File: src/hdl/ihbs_pkg.sv
`timescale 1ns / 1ps
// ----------------------------------------------------------------------------
// ihbs_pkg
// shared types and constants of the source address hash back-end selector
// ----------------------------------------------------------------------------
package ihbs_pkg;

  localparam int ADDR_W    = 64;   // each address half
  localparam int TIME_W    = 32;   // coarse time
  localparam int TIMEOUT_W = 16;   // disable timeout register
  localparam int CNT_W     = 5;    // entry count register and counters
  localparam int ENTRY_W   = 4;    // entry index fields on the stream
  localparam int HASH_W    = 12;   // byte sum of up to sixteen bytes
  localparam int BYTE_W    = 8;
  localparam int ALU_W     = 32;   // shared unit operand width

  localparam logic [CNT_W-1:0] BYTES_V4 = 5'd4;
  localparam logic [CNT_W-1:0] BYTES_V6 = 5'd16;
  localparam logic [3:0]       HASH_STEPS = 4'd12;

  localparam int S_TDATA_W = 168;  // 164 field bits padded to bytes
  localparam int S_TUSER_W = 2;
  localparam int M_TDATA_W = 8;    // 5 field bits padded to a byte

  localparam int CFG_IDX_W  = 1;
  localparam int CFG_DATA_W = 16;
  localparam logic [CFG_IDX_W-1:0] REG_ENTRY_COUNT     = 1'd0;
  localparam logic [CFG_IDX_W-1:0] REG_DISABLE_TIMEOUT = 1'd1;

  localparam logic CMD_DISPATCH = 1'b0;
  localparam logic CMD_REPORT   = 1'b1;

  localparam logic [4:0] RESET_ENTRY_COUNT = 5'd1;
  localparam logic [TIMEOUT_W-1:0] RESET_TIMEOUT = 16'd300;

  typedef enum logic [1:0] {
    ALU_ADD = 2'd0,
    ALU_REM = 2'd1,
    ALU_GEQ = 2'd2
  } alu_op_t;

  typedef struct packed {
    logic [ALU_W-1:0] value;
    logic             flag;
  } alu_res_t;

endpackage

File: src/hdl/ip_hash_backend_selector.sv
`timescale 1ns / 1ps
// ----------------------------------------------------------------------------
// ip_hash_backend_selector
// picks a back-end entry for a client address by source address hash
// ----------------------------------------------------------------------------
// usage:
//   s_* carries one request: s_tuser = {is_ipv6, command}, s_tdata = now,
//   failed_entry, addr_low, addr_high. command 0 dispatches the address and
//   returns the chosen entry; command 1 marks an entry failed until
//   now + disable_timeout and returns status 1 if the index is out of range.
//   m_* carries one result per request: chosen_entry and status.
//   cfg_we/cfg_index/cfg_wdata write entry_count (index 0, which also
//   re-enables every entry) and disable_timeout (index 1); write only idle.
// sequence:
//   a dispatch runs the shared unit one byte per cycle over 4 or 16 bytes,
//   then an all-disabled revival step, 12 restoring remainder steps, then
//   a walk over the entries in use until the pick is found. a report
//   skips the hash and the walk.
//   one request is in work at a time; s_tready is high only when idle.
// reset: all entries enabled, entry_count 1, disable_timeout 300.
// stall: the result sits in an output register; a new request is taken
//   while it waits, and the block holds in its last step until it drains.
// ----------------------------------------------------------------------------
module ip_hash_backend_selector
  import ihbs_pkg::*;
#(
  parameter int MAX_ENTRIES = 16
)
(
  input  logic                  clk,
  input  logic                  rst,
  // stream in
  input  logic                  s_tvalid,
  output logic                  s_tready,
  input  logic [S_TDATA_W-1:0]  s_tdata,   // addr_high, addr_low, failed_entry, now, pad
  input  logic [S_TUSER_W-1:0]  s_tuser,   // command, is_ipv6
  // stream out
  output logic                  m_tvalid,
  input  logic                  m_tready,
  output logic [M_TDATA_W-1:0]  m_tdata,   // chosen_entry, status, pad
  // configuration
  input  logic                  cfg_we,
  input  logic [CFG_IDX_W-1:0]  cfg_index,
  input  logic [CFG_DATA_W-1:0] cfg_wdata
);

  // entries past what the 5-bit count can reach are never used
  localparam int DEPTH = (MAX_ENTRIES < 31) ? MAX_ENTRIES : 31;
  localparam int IDX_W = (DEPTH > 1) ? $clog2(DEPTH) : 1;
  localparam logic [CNT_W-1:0] DEPTH_C = CNT_W'(DEPTH);

  typedef enum logic [6:0] {
    S_IDLE   = 7'b0000001,
    S_SUM    = 7'b0000010,
    S_REVIVE = 7'b0000100,
    S_MOD    = 7'b0001000,
    S_WALK   = 7'b0010000,
    S_REPORT = 7'b0100000,
    S_DONE   = 7'b1000000
  } state_t;

  state_t state;

  // request registers
  logic [2*ADDR_W-1:0]  addr_sh;      // byte shift line, low byte first
  logic [ENTRY_W-1:0]   failed_q;
  logic [TIME_W-1:0]    now_q;

  // sequencer working registers
  logic [CNT_W-1:0]     byte_cnt;
  logic [HASH_W-1:0]    acc;
  logic [HASH_W-1:0]    hash_sh;
  logic [3:0]           bit_cnt;
  logic [CNT_W-1:0]     rem;
  logic [CNT_W-1:0]     walk_i;
  logic [CNT_W-1:0]     n_q;
  logic [CNT_W-1:0]     pick;
  logic                 status_q;

  // configuration and entry state
  logic [CNT_W-1:0]     entry_count;
  logic [TIMEOUT_W-1:0] timeout;
  logic [CNT_W-1:0]     active_count;
  logic [CNT_W-1:0]     revive_ptr;
  logic [DEPTH-1:0]     disabled;
  logic [TIME_W-1:0]    until_time [DEPTH];

  // output register
  logic                 out_valid;
  logic [ENTRY_W-1:0]   out_chosen;
  logic                 out_status;

  logic [CNT_W-1:0]     used;
  logic [CNT_W-1:0]     cfg_used;
  logic [CNT_W-1:0]     failed_ext;
  logic                 failed_oor;
  logic [IDX_W-1:0]     failed_idx;
  logic [IDX_W-1:0]     walk_idx;
  logic [CNT_W-1:0]     rp;
  logic [CNT_W-1:0]     rp_inc;
  logic                 out_load;

  alu_op_t              alu_op;
  logic [ALU_W-1:0]     alu_a;
  logic [ALU_W-1:0]     alu_b;
  logic                 alu_bit;
  alu_res_t             alu_res;

  function automatic logic [CNT_W-1:0] clamp_count(input logic [CNT_W-1:0] c);
    logic [CNT_W-1:0] r;
    r = c;
    if (r == '0) begin
      r = CNT_W'(1);
    end
    if (r > DEPTH_C) begin
      r = DEPTH_C;
    end
    return r;
  endfunction

  assign used       = clamp_count(entry_count);
  assign cfg_used   = clamp_count(cfg_wdata[CNT_W-1:0]);
  assign failed_ext = {1'b0, failed_q};
  assign failed_oor = (failed_ext >= used);
  assign failed_idx = failed_oor ? '0 : failed_ext[IDX_W-1:0];
  assign walk_idx   = (walk_i < used) ? walk_i[IDX_W-1:0] : '0;

  // all-disabled revival pointer, out of range counts as first entry
  assign rp     = (revive_ptr >= used) ? '0 : revive_ptr;
  assign rp_inc = (rp + CNT_W'(1) >= used) ? '0 : rp + CNT_W'(1);

  assign s_tready = (state == S_IDLE);
  assign out_load = (state == S_DONE) && (!out_valid || m_tready);

  // shared unit operand select
  always_comb begin
    alu_op  = ALU_ADD;
    alu_a   = '0;
    alu_b   = '0;
    alu_bit = 1'b0;
    unique case (state)
      S_SUM: begin
        alu_op = ALU_ADD;
        alu_a  = ALU_W'(acc);
        alu_b  = ALU_W'(addr_sh[BYTE_W-1:0]);
      end
      S_MOD: begin
        alu_op  = ALU_REM;
        alu_a   = ALU_W'(rem);
        alu_b   = ALU_W'(active_count);
        alu_bit = hash_sh[HASH_W-1];
      end
      S_WALK: begin
        alu_op = ALU_GEQ;
        alu_a  = now_q;
        alu_b  = until_time[walk_idx];
      end
      S_REPORT: begin
        alu_op = ALU_ADD;
        alu_a  = now_q;
        alu_b  = ALU_W'(timeout);
      end
      default: begin
        alu_op = ALU_ADD;
      end
    endcase
  end

  ihbs_unit u_unit (
    .op     (alu_op),
    .a      (alu_a),
    .b      (alu_b),
    .bit_in (alu_bit),
    .res    (alu_res)
  );

  // until times need no reset: read only while the entry is disabled
  always_ff @(posedge clk) begin
    if (state == S_REPORT && !failed_oor && !disabled[failed_idx]) begin
      until_time[failed_idx] <= alu_res.value;
    end
  end

  always_ff @(posedge clk) begin
    if (rst) begin
      state        <= S_IDLE;
      entry_count  <= RESET_ENTRY_COUNT;
      timeout      <= RESET_TIMEOUT;
      active_count <= clamp_count(RESET_ENTRY_COUNT);
      revive_ptr   <= '0;
      disabled     <= '0;
      out_valid    <= 1'b0;
    end else begin
      unique case (state)
        S_IDLE: begin
          if (s_tvalid) begin
            // addr_low bytes go first so ipv4 sums its four bytes
            addr_sh  <= {s_tdata[ADDR_W-1:0], s_tdata[2*ADDR_W-1:ADDR_W]};
            failed_q <= s_tdata[2*ADDR_W +: ENTRY_W];
            now_q    <= s_tdata[2*ADDR_W+ENTRY_W +: TIME_W];
            acc      <= '0;
            byte_cnt <= s_tuser[1] ? BYTES_V6 : BYTES_V4;
            status_q <= 1'b0;
            state    <= (s_tuser[0] == CMD_REPORT) ? S_REPORT : S_SUM;
          end
        end
        S_SUM: begin
          acc      <= alu_res.value[HASH_W-1:0];
          addr_sh  <= addr_sh >> BYTE_W;
          byte_cnt <= byte_cnt - CNT_W'(1);
          if (byte_cnt == CNT_W'(1)) begin
            state <= S_REVIVE;
          end
        end
        S_REVIVE: begin
          hash_sh <= acc;
          rem     <= '0;
          bit_cnt <= HASH_STEPS;
          if (active_count == '0) begin
            if (disabled[rp[IDX_W-1:0]]) begin
              disabled[rp[IDX_W-1:0]] <= 1'b0;
              active_count <= active_count + CNT_W'(1);
            end
            revive_ptr <= rp_inc;
          end
          state <= S_MOD;
        end
        S_MOD: begin
          rem     <= alu_res.value[CNT_W-1:0];
          hash_sh <= hash_sh << 1;
          bit_cnt <= bit_cnt - 4'd1;
          if (bit_cnt == 4'd1) begin
            n_q    <= (active_count == '0) ? '0 : alu_res.value[CNT_W-1:0];
            walk_i <= '0;
            state  <= S_WALK;
          end
        end
        S_WALK: begin
          if (walk_i >= used) begin
            // no pick found: last entry in use
            pick  <= used - CNT_W'(1);
            state <= S_DONE;
          end else if (disabled[walk_idx]) begin
            // timed-out entry comes back but is not counted in this walk
            if (alu_res.flag) begin
              disabled[walk_idx] <= 1'b0;
              active_count       <= active_count + CNT_W'(1);
            end
            walk_i <= walk_i + CNT_W'(1);
          end else if (n_q == '0) begin
            pick  <= walk_i;
            state <= S_DONE;
          end else begin
            n_q    <= n_q - CNT_W'(1);
            walk_i <= walk_i + CNT_W'(1);
          end
        end
        S_REPORT: begin
          pick     <= '0;
          status_q <= failed_oor;
          if (!failed_oor && !disabled[failed_idx]) begin
            disabled[failed_idx] <= 1'b1;
            if (active_count != '0) begin
              active_count <= active_count - CNT_W'(1);
            end
          end
          state <= S_DONE;
        end
        S_DONE: begin
          if (out_load) begin
            state <= S_IDLE;
          end
        end
        default: begin
          state <= S_IDLE;
        end
      endcase

      // output register
      if (out_load) begin
        out_valid  <= 1'b1;
        out_chosen <= pick[ENTRY_W-1:0];
        out_status <= status_q;
      end else if (m_tready) begin
        out_valid <= 1'b0;
      end

      // configuration writes are for the user to make only while idle; not enforced here
      if (cfg_we) begin
        unique case (cfg_index)
          REG_ENTRY_COUNT: begin
            entry_count  <= cfg_wdata[CNT_W-1:0];
            active_count <= cfg_used;
            revive_ptr   <= '0;
            for (int k = 0; k < DEPTH; k++) begin
              disabled[k] <= 1'b0;
            end
          end
          REG_DISABLE_TIMEOUT: begin
            timeout <= cfg_wdata;
          end
          default: begin
          end
        endcase
      end
    end
  end

  assign m_tvalid = out_valid;
  assign m_tdata  = M_TDATA_W'({out_status, out_chosen});

  // active count tracks enabled entries in use and never exceeds them
  a_active_bound: assert property (@(posedge clk) disable iff (rst)
    active_count <= used)
    else $error("active count beyond entries in use");

  // one request at a time: ready drops right after a request is taken
  a_one_in_flight: assert property (@(posedge clk) disable iff (rst)
    s_tvalid && s_tready |=> !s_tready)
    else $error("request taken while another is in work");

  // a result only appears from the final sequencer step
  a_result_source: assert property (@(posedge clk) disable iff (rst)
    $rose(m_tvalid) |-> $past(state == S_DONE))
    else $error("result raised outside final step");

endmodule

File: src/hdl/ihbs_unit.sv
`timescale 1ns / 1ps
// ----------------------------------------------------------------------------
// ihbs_unit
// shared add / restoring remainder step / unsigned compare unit
// ----------------------------------------------------------------------------
module ihbs_unit
  import ihbs_pkg::*;
(
  input  alu_op_t          op,
  input  logic [ALU_W-1:0] a,
  input  logic [ALU_W-1:0] b,
  input  logic             bit_in,
  output alu_res_t         res
);

  logic [ALU_W-1:0] x;
  logic [ALU_W:0]   diff;
  logic [ALU_W-1:0] sum;
  logic             geq;

  // remainder step shifts the next dividend bit in before the trial subtract
  assign x    = (op == ALU_REM) ? {a[ALU_W-2:0], bit_in} : a;
  assign diff = {1'b0, x} - {1'b0, b};
  assign geq  = ~diff[ALU_W];
  assign sum  = a + b;

  always_comb begin
    unique case (op)
      ALU_ADD: begin
        res.value = sum;
        res.flag  = 1'b0;
      end
      ALU_REM: begin
        res.value = geq ? diff[ALU_W-1:0] : x;
        res.flag  = geq;
      end
      ALU_GEQ: begin
        res.value = diff[ALU_W-1:0];
        res.flag  = geq;
      end
      default: begin
        res.value = '0;
        res.flag  = 1'b0;
      end
    endcase
  end

endmodule
File: config.mk
export PLATFORM = sky130hd
export DESIGN_NAME = ip_hash_backend_selector
export DESIGN_NICKNAME = d
export VERILOG_FILES = /design/src/hdl/ihbs_pkg.sv /design/src/hdl/ip_hash_backend_selector.sv /design/src/hdl/ihbs_unit.sv
export SDC_FILE = /design/constraint.sdc
export NUM_CORES = 1
export LEC_CHECK = 0
export BUFFER_PORTS_ARGS = -buffer_cell sky130_fd_sc_hd__buf_2
export CORE_MARGIN = 5
export CORE_UTILIZATION = 45
export CTS_CLUSTER_DIAMETER = 30
export DETAILED_ROUTE_END_ITERATION = 6
export PLACE_DENSITY = 0.67
export REMOVE_ABC_BUFFERS = 1
export SYNTH_ARGS = -nofsm -noshare
export SYNTH_HDL_FRONTEND = slang
export SYNTH_SLANG_ARGS = --single-unit
File: constraint.sdc
create_clock -name clk -period 9.2 [get_ports clk]
set_input_delay 0.92 -clock clk [delete_from_list [all_inputs] [get_ports clk]]
set_output_delay 0.92 -clock clk [all_outputs]
set_load 0.1 [all_outputs]
After elaboration in Yosys (flattened, before gate mapping)
Memory sizes are Yosys's and may differ from the RTL's. Cells that the tools add are included. W data, S select, Z words.

Input bits: 192. Logic and storage cells: 199. Flip-flop bits (word level): 277. Output and inout port bits: 10. Memory bits (writable): 512. Memories kept: 1.

Memory list: until_time (words 16, width 32, read ports 1, clocked after Yosys merged registers in 0, wr ports 1, RTL line ip_hash_backend_selector.sv:86) `logic [TIME_W-1:0] until_time [DEPTH];`.

Bitwise gates (word level): 8. Add/sub/neg operators: 10. Magnitude comparators: 13. Reduce and logical (&&, ||, !) cells: 35. Equality and inequality tests: 21. Muxes and demuxes: 90.

Operators by type and width (number): $pmux W128 S2 (1); $mux W5 (30); $mux W128 (1); $mux W16 (8); $pmux W32 S4 (1); $pmux W33 S3 (1); $pmux W32 S3 (1); $mux W32 (2); $mux W7 (7); $pmux W7 S7 (1); $pmux W12 S2 (2); $pmux W16 S3 (1); $pmux W5 S2 (4); $sub A32 B32 Y33 (1); $add A32 B32 Y32 (1); $and A16 B16 Y16 (2); $not A16 Y16 (2); $logic_not A5 Y1 (4); $mux W4 (5); $or A16 B16 Y16 (1); $pmux W4 S2 (2); $add A5 B1 Y5 const B (3); $ge A5 B5 Y1 (3); $lt A4 B5 Y1 const B (3); 40 further kinds (90).

Depth between registers and ports, before layout
Gate-level depths: netlist (run 1).

Word-level depth: 18. Mapped depth: 27. Mapped depth without buffers: 23.

By module
From an unflattened synthesis (run 1), not the netlist that was laid out.

Cell total of the unflattened synthesis: 3550. Area, all modules: 39237.6 µm².

By module, submodules not included: ip_hash_backend_selector (instances 1, area each 34538.1 µm², cells an instance 2829); ihbs_unit (instances 1, area each 4699.5 µm², cells an instance 721).

Least setup slack after synthesis (run 1)
OpenSTA, ideal clock, no wires.

Path type: reg-to-reg. Start point: register state[2]. End point: register acc[0], enable pin. Arrival: 8.931 ns. Data required time: 8.502 ns. Path slack: -0.428 ns. Cell stages (with the launch flop): 7. Library setup time: 0.698 ns. Clock period less this slack: 9.628 ns. Buffers on the path: 0. Cell sequence: dfxtp_1 > or3_1 > nor3_1 > nand3b_1 > inv_1 > nand2_1 > a21oi_1.

Cells in the longest elaborated chain, start to end: 3. Elaborated cells on any way between the ends: 5. Those cells by class: 3 x eq/ne; 2 x reduce/logical.

Ends and longest elaborated chain: start: declaration (RTL line ip_hash_backend_selector.sv:62) `state_t state;`; start signal: assignment (RTL line ip_hash_backend_selector.sv:204) `state <= (s_tuser[0] == CMD_REPORT) ? S_REPORT : S_SUM;`; $eq A7 B1 Y1 *; via s_tready (RTL line ip_hash_backend_selector.sv:34) `output logic s_tready,`; $ne A2 B2 Y1 (no source line) or $reduce_bool A2 Y1 (tied branches); $reduce_and A3 Y1 (no source line) *; end signal: assignment (RTL line ip_hash_backend_selector.sv:208) `acc <= alu_res.value[HASH_W-1:0];`; end: declaration (RTL line ip_hash_backend_selector.sv:71) `logic [HASH_W-1:0] acc;`.

The timed path passes the listed nets; every way through them passes the cells marked *. A chain may end at the register's enable or synchronous reset.

==> qor.csv, run 1 <==
metric,value,unit
core area,0.08342,mm²
"Seq/Total Area, Yosys",0.6125,
"most common cell after layout, fill and taps aside",edfxtp_1,
Pwr Total,11.16,mW
WS Path Type,flip-flop to flip-flop,
"Period Utilization, post-route",0.8456,
critical path peak fanout,61,
"top cells by area, synth","edfxtp_1 58%, nand2_1 5.6%, ha_1 3.2%",
endpoints failing setup,0,
Clock Pin Slew Worst Setup and Hold Paths,0.05,ns
Post-synth EDFFs,734,
Crit. Startpoint,entry_count[4],
Worst-Skew Late Latency,0.74,ns
cts hold-fix bufs,0,
drt drc,1,
setup bufs post-CTS,0,
Slew HR,0.1855,
Worst setup EP type,flip-flop,
most frequent cells in the layout,"734 x edfxtp_1, 561 x nand2_1, 194 x buf_2",
Post-DP Area,0.04003,mm²
post-synth top area share,0.5834,
synth-to-layout area growth,21.04,%
global-route wire length before repair,162600,µm
hpwl dp,64790,µm
Max Buffers Root-to-Sink,3,
number of buffers added on ports,194,
Post-synth top flop,edfxtp_1,
average wire per standard cell,23.36,µm
Worst R2R End,until_time[13][16],
"Core Util, Final",0.5482,
DRT Wirelength,108600,µm
CTS tree,built,
# resized after CTS,0,
Vias/cell,5.946,
max cap viols,0,
RSZ-0062 raised after global routing,no,
Peak supply drop,0.1875,mV
Nets,3721,
CTS Root Cell,clkbuf_16,
H-tree Lvls,4,
gpl congestion,0.9071,
final-layout fill cell count,6893,
Netlist cell types,94,
Setup Skew,0.03117,ns
ANT nets after route,0,
final hold vios,0,
fraction of layout cells with a size suffix above 1,0.1957,
Fin Setup TNS,0,ns
min cycle time layout,7.780,ns
via count,27648,
design area,0.04573,mm²
CTS Sinks,789,
slew at the pin closest to its max-slew limit,1.222,ns
Mapped Area,0.03778,mm²
reg2reg path depth,22,
Slew Limit Fails,0,
Worst EP arrival,8.12,ns
power per cell area,244.0,mW/mm²
die height,299.8,µm
Ports,202,
die footprint,0.08986,mm²
gr usage total,0.2356,
residual overflow from global routing,0,
Initial Utilization,0.4529,
standard-cell row count,106,
"flops & latches, synth",789,
asr flop ratio synth,0,
Worst Setup Start Kind,flip-flop,
largest area contributor in the netlist,edfxtp_1,
largest net degree at the start of global routing,160,
Mapped Cells,3200,
yosys warns,0,
number of CTS-inserted buffers,159,
Reg2Reg Launch Point,entry_count[4],
DRT iter0 DRCs,2525,
drt first pass iters,7,
Worst setup endpoint,until_time[13][16],
failing checks,design-rule violations,
hold slack,0.3646,ns
Chip Width,299.8,µm
Max Fclk,0.1285,GHz
vias in the first global route,27456,
Hold Crit Class,input port to flip-flop,
Pleak,16.63,nW
Worst Path Required,9.54,ns
R2R Setup Slk,1.42,ns
run status,finished with violations,
Synth Area per Inst,11.81,µm²
initial antenna violation count,9,
[flip-flops by register name, indices dropped and copies added, names as in the netlist, 4 cells and up]
register and flops:
rem 5, acc 12, pick 4, state 7
bit_cnt 4, revive_ptr 5, until_time 512, n_q 5
walk_i 5, failed_q 4, disabled 16, entry_count 5
hash_sh 12, active_count 5, byte_cnt 5, addr_sh 128
out_chosen 4, now_q 32, timeout 16
[cells by family (layout without fill, tap and decap cells)]
family          count (synthesis)  in the layout  synth area share
buf+inv                       242            602           0.02676
flops                         789            789            0.6125
fa+ha+maj                      98             98           0.03285
simple gates                 1070           1070            0.1298
compound gates                825            825            0.1451
mux                           110            110           0.03782
xor+xnor                       65             65           0.01507
other cells                     1             11        0.00009925
[cell type report]
cell class,count,area (µm²),share of cell area
flip-flops and latches,789,23140,0.5060
well taps,1080,1351,0.02955
repair buffers,262,1531,0.03349
clock buffers,175,4070,0.08900
clock inverters,117,1609,0.03518
multi-input cells,2171,13830,0.3024
inverters,48,180.2,0.003940
diodes,8,20.02,0.0004377
[cells in the mapped netlist (20+ instances only)]
cell,number
edfxtp_1,734
nand2_1,564
a21oi_1,164
o22ai_1,157
nor2_1,154
clkbuf_1,126
o21ai_0,123
ha_1,96
o211ai_1,88
and2_1,79
dfxtp_1,55
mux2_2,51
a211oi_1,50
inv_1,48
or2_2,45
nand3_1,42
nor3_1,42
buf_2,41
mux2i_1,37
xnor2_1,37
or3_1,33
a21o_1,32
xor2_1,28
a31oi_1,25
a22o_1,22
mux4_2,21
nand2b_1,20
[metrics by stage]
| step | std cells | worst slack [ns] |
|---|---|---|
| finish | 4650 | 1.420 |
| detailed placement | 4350 | 1.639 |
| global placement | 4350 | 1.763 |
| floorplan | 3008 | -5.162 |
| CTS | 4642 | 1.531 |
| global route | 4644 | 1.057 |
[critical path, stage by stage, from the launching register on]
cell and delay [ns]:
dfxtp_1 0.32, inv_1 0.18, nand2_1 0.25, ha_1 0.37, nand3_1 0.13, o21ba_2 0.39
nor3_4 0.09, nand2_4 0.73, buf_4 0.38, o22ai_1 0.11, o21ai_0 0.36, o21ai_0 0.15
or3_1 0.42, ha_1 0.40, a211o_1 0.16, a21oi_1 0.06, o31ai_1 0.35, a21oi_1 0.12
o31ai_2 0.56, o21ai_2 0.25, and2_1 0.37, buf_4 0.27, o22ai_1 0.93
[where the power goes]
part | total, mW | switching [mW] | internal, mW | leakage [nW]
combinational | 1.01 | 0.648 | 0.359 | 6.91
sequential | 4.14 | 0.0547 | 4.09 | 6.97
clock | 6.01 | 1.95 | 4.05 | 2.75
[worst min path at each step]
stage | from | end | slack (ns) | cells after the start
2_1_floorplan | pick[0] | out_chosen[0] | 0.40 | 0
3_3_place_gp | pick[0] | out_chosen[0] | 0.40 | 0
3_5_place_dp | pick[0] | out_chosen[0] | 0.41 | 0
4_1_cts | s_tdata[144] | now_q[12] | 0.31 | 1
5_1_grt | s_tdata[144] | now_q[12] | 0.34 | 1
6_report | s_tdata[144] | now_q[12] | 0.36 | 1
[layer usage]
metal,up-vias,GRT usage,routed length (µm)
met1,13405,0.3066,43060
met2,1327,0.3832,51610
met3,261,0.05488,9893
met4,4,0.09733,4034
li1,12651,-,-
met5,-,0,21
(Power assumes the default switching activity.)
==> run 2: changes to the inputs <==
ABC_AREA = 1   (was not set)
PLACE_DENSITY = 0.65   (was 0.67)
clock period = 7.6 ns   (was 9.2 ns; I/O delays follow)
==> run 2 against run 1 <==
The run now ends clean. Sequential cell count unchanged. Critical path depth increased by 8. Utilization rose by 0.062 points. Setup slack lost 0.89 ns. Register-to-register slack worse by 0.89 ns. Via count is 1.6% lower. Global-route usage is 0.20 points lower. Clock-buffer cell count down 4. Combinational power is 110% higher. Final cell count increased by 5.4%. Sequential share of layout area increased by 1.8 points. Largest power group unchanged.
==> qor.csv, run 2 <==
metric,value,unit,change
power per cell area,320.8,mW/mm²,+31%
Mapped Cells,3427,,+7.1%
drt first pass iters,6,,-1
Ports,202,,unchanged
core area,0.08042,mm²,-3.6%
Post-synth EDFFs,734,,unchanged
min cycle time layout,7.067,ns,-0.7127 ns
run status,finished clean,,
drt drc,0,,-1
share of power burned in combinational logic,0.149,,+0.059
number of CTS-inserted buffers,155,,-2.5%
endpoints failing setup,0,,unchanged
Hold Crit Class,input port to flip-flop,,
H-tree Lvls,4,,unchanged
critical path peak fanout,36,,-41%
asr flop ratio synth,0,,unchanged
R2R Setup Slk,0.53,ns,-0.89 ns
die height,294.4,µm,-1.8%
Clock power frac,0.472,,-0.067
Post-synth top flop,edfxtp_1,,
Slew HR,0.2941,,+0.1086
Netlist cell types,60,,-36%
sequential share of power,0.378,,+0.007
Initial Utilization,0.4527,,about the same
CTS Sinks,789,,unchanged
slew at the pin closest to its max-slew limit,1.058,ns,-0.1640 ns
max reg flops,512,,unchanged
Worst-Skew Late Latency,0.73,ns,about the same
CTS Root Cell,clkbuf_16,,
Nets,4001,,+7.5%
initial antenna violation count,10,,+1
Worst setup EP type,flip-flop,,
Reg with most FFs,until_time,,
Fin Setup TNS,0,ns,unchanged
Peak supply drop,0.2184,mV,+16%
Worst Setup Start Kind,flip-flop,,
Mapped Area,0.03641,mm²,-3.6%
die footprint,0.08670,mm²,-3.5%
standard-cell row count,104,,-1.9%
Pleak,17.38,nW,+4.5%
final worst slack,0.5329,ns,-0.8873 ns
yosys warns,0,,unchanged
dpl ws,0.6758,ns,-0.9634 ns
most frequent CP cell,nand2_1,,
gr usage total,0.2336,,-0.002018
DRT iter0 DRCs,2804,,+11%
via count,27198,,-1.6%
fraction of layout cells with a size suffix above 1,0.1611,,-0.03457
most frequent cells in the layout,"824 x nand2_1, 734 x edfxtp_1, 273 x inv_1",,
DRT Wirelength,104100,µm,-4.2%
gpl congestion,0.9356,,+3.1%
Slew Limit Fails,0,,unchanged
placed cell count,4614,,+6.1%
vias in the first global route,26421,,-3.8%
Sw Ratio,0.2800,,+0.04184
Synth Area per Inst,10.62,µm²,-10%
post-synth top area share,0.6054,,+0.02201
average wire per standard cell,21.23,µm,-9.1%
largest net degree at the start of global routing,146,,-8.8%
Clock Pin Slew Worst Setup and Hold Paths,0.05,ns,about the same
RSZ-0062 raised after global routing,no,,
max cap viols,0,,unchanged
P_int,10.19,mW,+20%
"Seq/Total Area, Yosys",0.6356,,+0.02311
sw power,3.964,mW,+49%
final hold vios,0,,unchanged
slowest cell on the critical path,a2111oi_2,,
residual overflow from global routing,0,,unchanged
global-route wire length before repair,155400,µm,-4.5%
synth cell count leaders,"828 x nand2_1, 734 x edfxtp_1, 275 x inv_1",,
CTS tree,built,,
WS Path Type,flip-flop to flip-flop,,
largest stage delay on the critical path,0.65,ns,-0.28 ns
Vias/cell,5.548,,-6.7%
"Period Utilization, post-route",0.9299,,+0.08426
Non-Filler Instances,4902,,+5.4%
Worst EP arrival,7.37,ns,-0.75 ns
reg2reg path depth,30,,+36%
Chip Width,294.4,µm,-1.8%
"Core Util, Final",0.5488,,+0.0006190
ANT nets after route,0,,unchanged
synth-to-layout area growth,21.22,%,
Setup Skew,0.03363,ns,+0.002464 ns
hold path depth,1,,unchanged
cell with the most instances after synthesis,nand2_1,,
Max Buffers Root-to-Sink,3,,unchanged
number of buffers added on ports,194,,unchanged
"flops & latches, synth",789,,unchanged
"top cells by area, synth","edfxtp_1 61%, nand2_1 8.5%, o22ai_1 4.5%",,
"most common cell after layout, fill and taps aside",nand2_1,,
largest area contributor in the netlist,edfxtp_1,,
setup bufs post-CTS,0,,unchanged
Regs by FF count,"until_time: 512 flops, addr_sh: 128 flops, now_q: 32 flops",,
Worst Path Required,7.91,ns,-1.63 ns
hpwl dp,64300,µm,-0.75%
Max Fclk,0.1415,GHz,+10%
run 2: worst max-delay path: cells and delay by family (launching register included):
kind / cells / cell delay [ns]
compound gates: 6 / 1.37
fa+ha+maj: 2 / 0.80
buf+inv: 6 / 1.47
flops: 1 / 0.32
simple gates: 16 / 2.64
run 2: area by class of cell:
class	instances	area [µm²]
multi-input cells	2205	11730
clock inverters	111	1292
diodes	6	15.01
well taps	1060	1326
clock buffers	171	3939
inverters	288	1089
repair buffers	272	1598
flip-flops and latches	789	23140
fillers	6868	36280
run 2: kinds of logic (layout without fill, tap and decap cells):
group,after synthesis,in the layout,synth area share
other,1,9,0.0001030
buffers and inverters,435,842,0.04736
adders and majority gates,98,98,0.03409
DFF,789,789,0.6356
AOI/OAI and AO/OA,778,778,0.1264
and+or+nand+nor,1289,1289,0.1475
xor gates and xnor gates,37,37,0.008901
run 2: path summary, 6_finish.rpt:
path / startpoint / endpoint
setup / recovery: entry_count[1] / until_time[9][23]
hold reg to reg: pick[3] / out_chosen[3]
setup reg to reg: entry_count[1] / until_time[9][23]
hold / removal: s_tdata[161] / now_q[29]
run 2: what timing repair did:
action,CTS,global route
gates resized for setup,0,3
endpoints found under the setup margin,0,34
hold buffers,0,0
run 2: metal layers:
metal  part of all wire  track usage  wire length, µm  up-vias
li1                   -            -                -    12811
met1               0.41       0.3198            42560    12977
met2               0.46       0.3658            48010     1192
met3               0.10      0.06119            10490      214
met4              0.029      0.07880             2975        4
met5            0.00026            0               27        -
run 2: power by group through the flow:
stage          registers [mW]  clock network [mW]  logic [mW]
6_report                 5.36                6.69        2.11
5_1_grt                  5.38                7.01        2.32
4_1_cts                  5.36                6.75        2.09
3_5_place_dp             5.43                   0        2.08
3_3_place_gp             5.42                   0        2.05
2_1_floorplan            5.48                   0        1.37
run 2: stage by stage:
stage	power (mW)	instance area (µm²)	hold WS (ns)
2_1_floorplan	6.857	35770	0.4003
3_3_place_gp	7.477	38880	0.4120
3_5_place_dp	7.514	38880	0.4075
4_1_cts	14.21	44110	0.1647
5_1_grt	14.71	44130	0.1669
6_report	14.16	44130	0.2061
